**src/asp_pkg.sv**
```systemverilog
// Shared types and constants for the Ackermann steering PID core.
`default_nettype none
package asp_pkg;

  typedef struct packed {
    logic signed [14:0] steer_request;
    logic signed [15:0] left_angle;
    logic signed [15:0] left_rate;
    logic signed [15:0] right_angle;
    logic signed [15:0] right_rate;
  } in_item_t;

  typedef struct packed {
    logic signed [31:0] left_force;
    logic signed [31:0] right_force;
  } out_item_t;

  localparam logic [2:0] REG_PROP   = 3'd0;
  localparam logic [2:0] REG_INTEG  = 3'd1;
  localparam logic [2:0] REG_DERIV  = 3'd2;
  localparam logic [2:0] REG_SMOOTH = 3'd3;
  localparam logic [2:0] REG_SNAP   = 3'd4;
  localparam logic [2:0] REG_TRACK  = 3'd5;

  localparam int TAB_LEN = 24;
  localparam logic signed [14:0] REQ_LIMIT = 15'sd12867;

  // Datapath operations issued by the controller.
  localparam logic [3:0] OP_LOAD   = 4'd0;
  localparam logic [3:0] OP_ROT    = 4'd1;
  localparam logic [3:0] OP_TRACK  = 4'd2;
  localparam logic [3:0] OP_VEC    = 4'd3;
  localparam logic [3:0] OP_ROUND  = 4'd4;
  localparam logic [3:0] OP_SMOOTH = 4'd5;
  localparam logic [3:0] OP_SNAP   = 4'd6;
  localparam logic [3:0] OP_INTEG  = 4'd7;
  localparam logic [3:0] OP_PTERM  = 4'd8;
  localparam logic [3:0] OP_ITERM  = 4'd9;
  localparam logic [3:0] OP_DTERM  = 4'd10;
  localparam logic [3:0] OP_FORCE  = 4'd11;

  typedef struct packed {
    logic [3:0] op;
    logic       wheel;   // 0 left, 1 right
    logic [4:0] iter;
  } cmd_t;

  function automatic logic signed [27:0] atan_entry(input logic [4:0] i);
    logic signed [27:0] v;
    unique case (i)
      5'd0: v = 28'sd13176795;
      5'd1: v = 28'sd7778716;
      5'd2: v = 28'sd4110060;
      5'd3: v = 28'sd2086331;
      5'd4: v = 28'sd1047214;
      5'd5: v = 28'sd524117;
      5'd6: v = 28'sd262123;
      5'd7: v = 28'sd131069;
      default: v = (i < 5'd24) ? (28'sd65536 >>> (i - 5'd8)) : 28'sd0;
    endcase
    return v;
  endfunction

endpackage
`default_nettype wire

```
**src/asp_control.sv**
```systemverilog
// Controller: sequences CORDIC and per-wheel PID steps, holds the output register.
`default_nettype none
module asp_control #(
  parameter int CORDIC_STEPS = 16
) (
  input  wire logic                clk,
  input  wire logic                rst_n,
  input  wire logic                in_valid,
  output logic                     in_ready,
  output logic                     out_valid,
  input  wire logic                out_ready,
  output asp_pkg::cmd_t            cmd,
  output logic                     cmd_valid,
  input  wire logic signed [31:0]  force_in,
  output logic signed [31:0]       left_force,
  output logic signed [31:0]       right_force
);

  localparam logic [2:0] ST_IDLE = 3'd0, ST_ROT = 3'd1, ST_TRK = 3'd2, ST_VEC = 3'd3,
                         ST_RND = 3'd4, ST_WHL = 3'd5, ST_DONE = 3'd6;
  localparam logic [4:0] LAST = 5'(CORDIC_STEPS - 1);

  logic [2:0] st_r, st_nxt;
  logic [4:0] it_r, it_nxt;
  logic [2:0] sub_r, sub_nxt;
  logic       wh_r, wh_nxt, ov_r, ov_nxt;
  logic signed [31:0] lf_r, lf_nxt, rf_r, rf_nxt;
  logic       fin;

  // A new item waits until the previous result has been transferred.
  assign in_ready = (st_r == ST_IDLE) && !ov_r;
  assign out_valid = ov_r;
  assign left_force = lf_r;
  assign right_force = rf_r;

  always_comb begin
    st_nxt = st_r; it_nxt = it_r; sub_nxt = sub_r; wh_nxt = wh_r;
    ov_nxt = ov_r; lf_nxt = lf_r; rf_nxt = rf_r; fin = 1'b0;
    cmd = '{op: asp_pkg::OP_LOAD, wheel: wh_r, iter: it_r};
    cmd_valid = 1'b0;
    if (ov_r && out_ready) ov_nxt = 1'b0;
    unique case (st_r)
      ST_IDLE: if (in_valid && in_ready) begin
        cmd_valid = 1'b1; st_nxt = ST_ROT; it_nxt = '0;
      end
      ST_ROT: begin
        cmd.op = asp_pkg::OP_ROT; cmd_valid = 1'b1;
        it_nxt = it_r + 5'd1;
        if (it_r == LAST) begin it_nxt = '0; st_nxt = ST_TRK; end
      end
      ST_TRK: begin
        cmd.op = asp_pkg::OP_TRACK; cmd_valid = 1'b1; st_nxt = ST_VEC;
      end
      ST_VEC: begin
        cmd.op = asp_pkg::OP_VEC; cmd_valid = 1'b1;
        it_nxt = it_r + 5'd1;
        if (it_r == LAST) begin it_nxt = '0; st_nxt = ST_RND; end
      end
      ST_RND: begin
        cmd.op = asp_pkg::OP_ROUND; cmd_valid = 1'b1;
        st_nxt = ST_WHL; sub_nxt = '0; wh_nxt = 1'b0;
      end
      ST_WHL: begin
        cmd_valid = 1'b1;
        unique case (sub_r)
          3'd0: cmd.op = asp_pkg::OP_SMOOTH;
          3'd1: cmd.op = asp_pkg::OP_SNAP;
          3'd2: cmd.op = asp_pkg::OP_INTEG;
          3'd3: cmd.op = asp_pkg::OP_PTERM;
          3'd4: cmd.op = asp_pkg::OP_ITERM;
          3'd5: cmd.op = asp_pkg::OP_DTERM;
          3'd6: cmd.op = asp_pkg::OP_FORCE;
          default: begin cmd.op = asp_pkg::OP_FORCE; cmd_valid = 1'b0; fin = 1'b1; end
        endcase
        sub_nxt = sub_r + 3'd1;
        if (fin) begin
          if (wh_r) rf_nxt = force_in; else lf_nxt = force_in;
          sub_nxt = '0; wh_nxt = !wh_r;
          if (wh_r) st_nxt = ST_DONE;
        end
      end
      ST_DONE: begin
        ov_nxt = 1'b1; st_nxt = ST_IDLE;
      end
      default: st_nxt = ST_IDLE;
    endcase
  end

  always_ff @(posedge clk) begin
    if (!rst_n) begin
      st_r <= ST_IDLE; ov_r <= 1'b0;
    end else begin
      st_r <= st_nxt; ov_r <= ov_nxt;
    end
    it_r <= it_nxt; sub_r <= sub_nxt; wh_r <= wh_nxt;
    lf_r <= lf_nxt; rf_r <= rf_nxt;
  end

endmodule
`default_nettype wire

```
**config.mk**
```make
export PLATFORM = sky130hd
export DESIGN_NAME = asp_control
export DESIGN_NICKNAME = d
export VERILOG_FILES = /design/src/asp_pkg.sv /design/src/asp_control.sv
export SDC_FILE = /design/constraint.sdc
export NUM_CORES = 1
export LEC_CHECK = 0
export ABC_AREA = 0
export CORE_MARGIN = 8
export CORE_UTILIZATION = 55
export CTS_BUF_LIST = sky130_fd_sc_hd__clkbuf_8
export CTS_CLUSTER_DIAMETER = 200
export CTS_CLUSTER_SIZE = 20
export DETAILED_ROUTE_END_ITERATION = 8
export DONT_BUFFER_PORTS = 1
export PLACE_DENSITY_LB_ADDON = 0.15
export SLEW_MARGIN = 40
export SYNTH_ARGS = -nofsm -noshare
export SYNTH_HDL_FRONTEND = slang
export SYNTH_SLANG_ARGS = --single-unit
```
**constraint.sdc**
```tcl
create_clock -name clk -period 4 [get_ports clk]
set_clock_uncertainty 0.2 [all_clocks]
set_input_delay 0.8 -clock clk [delete_from_list [all_inputs] [get_ports clk]]
set_output_delay 0.8 -clock clk [all_outputs]
set_load 0.005 [all_outputs]
```
Word-level counts from Yosys, hierarchy flattened
Cells that the tools add are included.
{ "op_classes": {"addsub": 2, "eq_ne": 18, "mux": 22, "bitwise_logic": 1, "reduce_logical": 18} }
{ "op_table": {"columns": ["cell", "count"], "rows": [
  ["$pmux W4 S6", 1],
  ["$pmux W4 S5", 1],
  ["$eq A3 B3 Y1 const B", 6],
  ["$mux W3", 6],
  ["$pmux W3 S6", 1],
  ["$eq A3 B2 Y1 const B", 4],
  ["$mux W5", 2],
  ["$pmux W5 S2", 1],
  ["$ne A2 B2 Y1 const B", 4],
  ["$mux W1", 7],
  ["$reduce_or A7 Y1", 1],
  ["$eq A3 B1 Y1 const B", 2],
  ["$logic_not A3 Y1", 2],
  ["$pmux W3 S2", 1],
  ["$reduce_and A3 Y1", 2],
  ["$reduce_bool A2 Y1", 3],
  ["$add A5 B1 Y5 const B", 1],
  ["$eq A5 B4 Y1 const B", 1],
  ["$reduce_and A5 Y1", 1],
  ["$reduce_and A2 Y1", 2],
  ["$reduce_or A4 Y1", 1],
  ["$add A3 B1 Y3 const B", 1],
  ["$logic_and A1 B1 Y1", 3],
  ["$pmux W1 S3", 1],
  ["other kinds (5)", 6]
]} }
{ "totals": {"register_bits": 77, "in_bits": 36, "output_inout_bits": 77, "word_cells": 68} }

Longest topological paths before layout
{ "logic_depth": {"word_depth": 6, "ltp_mapped": 7, "depth_no_buf": 6} }

Worst setup path after synthesis
Ideal clock, no wire load.
{ "synth_path": {"path_type": "reg2reg", "start": "register sub_r[0]", "end": "register lf_r[0], in the netlist left_force[0], enable pin", "setup_time_ns": 0.461, "arrival_time_ns": 3.258, "t_required_ns": 3.339, "slack_ns": 0.081, "path_stages_with_launch": 6, "n_path_buf": 0, "period_less_slack_ns": 3.919, "path_cell_list": "edfxtp_1 > ha_1 > ha_1 > nor2_1 > nand2_1 > nor3_1"} }
{ "synth_via": {"elab_chain_len": 5, "word_cells_on_any_way": 11, "classes_between": "6 x eq/ne; 2 x mux; 3 x reduce/logical"} }
{ "synth_rtl": {"columns": ["item", "line", "source"], "rows": [
  ["from (decl)", "asp_control.sv:25", "logic [2:0] sub_r, sub_nxt;"],
  ["from (signal assigned)", "asp_control.sv:95", "it_r <= it_nxt; sub_r <= sub_nxt; wh_r <= wh_nxt;"],
  ["$eq A3 B3 Y1, or another cell as far along", "asp_control.sv:65", "unique case (sub_r)"],
  ["$reduce_or A7 Y1 (no line) *", null, null],
  ["$mux W1 *", "asp_control.sv:65", null],
  ["$mux W1 *", "asp_control.sv:42", "unique case (st_r)"],
  ["$reduce_and A3 Y1 (no line) *", null, null],
  ["to (signal assigned)", "asp_control.sv:96", "lf_r <= lf_nxt; rf_r <= rf_nxt;"],
  ["to (decl)", "asp_control.sv:27", "logic signed [31:0] lf_r, lf_nxt, rf_r, rf_nxt;"]
]} }
Every way passes the cells marked *; elsewhere a longest branch is shown, timed or not. The select of a mux whose other input is x is not followed.
A chain may end at the register's enable or synchronous reset.

Worst setup path in the final report
{ "layout_path": {"start": "register sub_r[0]", "end": "output cmd_valid"} }
{ "layout_via": {"elab_chain_len": 4, "word_cells_on_any_way": 10, "classes_between": "6 x eq/ne; 2 x mux; 2 x reduce/logical"} }
{ "layout_rtl": {"columns": ["item", "line", "source"], "rows": [
  ["$eq A3 B3 Y1, or another cell as far along", "asp_control.sv:65", null],
  ["$reduce_or A7 Y1 (no line) *", null, null],
  ["$mux W1 *", "asp_control.sv:65", null],
  ["$pmux W1 S3 *", "asp_control.sv:42", null],
  ["to (decl)", "asp_control.sv:13", "output logic cmd_valid,"]
]} }
Every way passes the cells marked *; elsewhere a longest branch is shown, timed or not.

==> results.cfg <==
[finish]
nFillCells = 393
layout_common_cells = edfxtp_1 (73), nor2_1 (11), ha_1 (10), clkbuf_8 (9), inv_1 (8)
nets = 221
utilization_pct = 61.9
area_delta_synth_final_pct = 9.84
instances_no_fill = 250
regArea_um2 = 2270
diodes = 0
layout-drive-gt1-share_pct = 13.3
final_common_cell = edfxtp_1
multi_input_area_um2 = 546

[floorplan]
die_w_um = 88.1
initial_core_util_pct = 56.4
die_y_um = 88.1
ios = 113
fp.dieArea_um2 = 7770
core_area_um2 = 5070
rows = 26

[detailed_routing]
drt_iter0_drc = 79
final_antenna_net_count = 0
vias = 1418
drc = 0
wl_per_cell_um = 21.4
vias_per_cell = 5.67
dr.pass1.iters = 5
wl_um = 5350

[critical_path]
required_ps = 3000
max_stage_delay_ps = 450
critPathTopFamily = simple AND/OR/NAND/NOR gates
path_cells = ha_1, ha_1, nor4_4, a31oi_1, a211oi_1, nor2_1
slowest_stage = nor4_4
setup.worst_path.class = reg -> out
worstPathArrival_ps = 2180
critPathLaunchType = register
cp_num_buf_inv = 0
cp_max_fo = 6
crit_path_frequent_cell = ha_1
cp-end-kind = output pin

[synthesis]
syn_area_um2 = 2860
synth-edff-count = 73
synth_fa_ha_area_share_pct = 4.37
syn_avg_cell_area_um2 = 17.2
synth_top_family_by_area = simple AND/OR/NAND/NOR gates
yosys_warnings = 0
syn_inst = 166
synth_top_area_share_pct = 76.6
synth_cell_types = 40
async_reset_ff_share_pct = 0
synth-simple-area-share_pct = 8.83
ys_ff_latch = 77
seq_area_frac_synth_pct = 79.4
synth.area.mux_share_pct = 0
syn-num-nets = 212
synth_compound_area_share_pct = 4.98
synth_area_leaders = edfxtp_1 (77%), ha_1 (4.4%), dfxtp_1 (2.8%)
ys.flop_type = edfxtp_1
synth_largest_area_cell = edfxtp_1
synth-xor-area-share_pct = 0.612

[clocking]
clock_latency_ps = 320
clock_path_buffers = 2
post_cts_resize_count = 0
postCtsSetupBuffers = 0
cts_buffers = 9
h-tree-depth = 3
cts_root_buf = clkbuf_8
cts.clk_slew.worst_paths_ps = 70
cts_sinks = 77
cts_hold_buf = 0
cts_tree = yes

[grt]
grt_pass1_wl_um = 7660
grt_overflow = 0
antenna_found_initial = 0
first_global_vias = 1409
grt_use_total_pct = 13.6
grt_max_degree = 33

[sta]
max_freq_mhz = 315
drv_slew = 0
setup_ws_ps = 824
report.final.setup_viol = 0
fin_crit_ps = 3180
rsz0062_at_grt = false
hold_violations = 0
worstMarginPinSlew_ps = 558
slew_headroom_pct = 62.7
post-route-period-util_pct = 79.4
holdWs_ps = 350
final.setup.tns_ps = 0

[pwr]
powerDensity_nw_per_um2 = 465
leakage_nw = 1.07
ir_worst_vdd_mv = 0.184

[worst_hold_path]
worstHoldPathType = reg -> reg

[placement]
pre_cts_ws_ps = 1180
gp_congestion = 0.861
port_buffers = 0
post-dp-hpwl_um = 4090
placed_cells = 234

[status]
status = finished clean

[job]
max-cap-violations = 0
Yosys cell counts, types with 2 or more instances:
cell and instances:
nand2b_1 2, and3_1 2, a211oi_1 3, nor2_1 12, a31oi_1 2, nor3_1 8
dfxtp_1 4, edfxtp_1 73, nor2b_1 3, nand2_1 6, a21oi_1 4, or3_1 3
buf_2 2, inv_1 7, ha_1 10
layer usage:
| layer | up-vias | track usage (%) | wire [um] |
|---|---|---|---|
| met5 | - | 0 | 0 |
| met1 | 697 | 13.6 | 1890 |
| met2 | 72 | 23.2 | 2860 |
| met3 | 4 | 5.35 | 540 |
| met4 | 0 | 8.29 | 64 |
| li1 | 645 | - | - |
cell type report:
type / count / share of cell area, %
clock inverter: 7 / 2.07
timing repair buffer: 3 / 0.717
clock buffer: 9 / 3.94
tap: 70 / 2.79
inverter: 7 / 0.836
sequential: 77 / 72.3
multi-input combinational: 77 / 17.4
per-stage QoR:
step	total power, mW	area (um2)
after floorplan	0.937	2860
after global placement	0.943	2950
after detailed placement	0.944	2950
after CTS	1.49	3140
after global routing	1.51	3140
final	1.46	3140
power breakdown:
group / total [mW] / switching [mW] / leakage (nW) / internal, mW
Sequential: 0.900 / 0.0117 / 0.689 / 0.889
Clock: 0.535 / 0.251 / 0.101 / 0.285
Combinational: 0.0251 / 0.0136 / 0.276 / 0.0114
cells by family (layout without fill, tap and decap cells):
family	count (synthesis)	count (layout)
AND/OR/NAND/NOR	45	45
buffers and inverters	12	26
adder cells (fa/ha/maj)	10	10
AO/OA/AOI/OAI	20	20
flip-flops	77	77
XOR/XNOR	2	2
state kept, by name, summed over array words and instances (netlist names):
signal	count
sub_r	3
out_valid	1
st_r	3
right_force	32
it_r	5
wh_r	1
left_force	32
worst paths after layout:
kind	start	slack, ps	end	depth (start not counted)
hold reg to reg	out_valid	350	out_valid	2
setup / recovery	sub_r[0]	820	cmd_valid	6
setup reg to reg	sub_r[0]	1500	right_force[15]	6
hold / removal	out_valid	350	out_valid	2
worst register-to-register path: stages, from the launching register on:
cell and delay (ps):
edfxtp_1 440, ha_1 230, ha_1 250, nor4_4 450
nand2_1 120, nor2_2 80, buf_4 380
No activity file was read; power rests on OpenSTA's default activity.
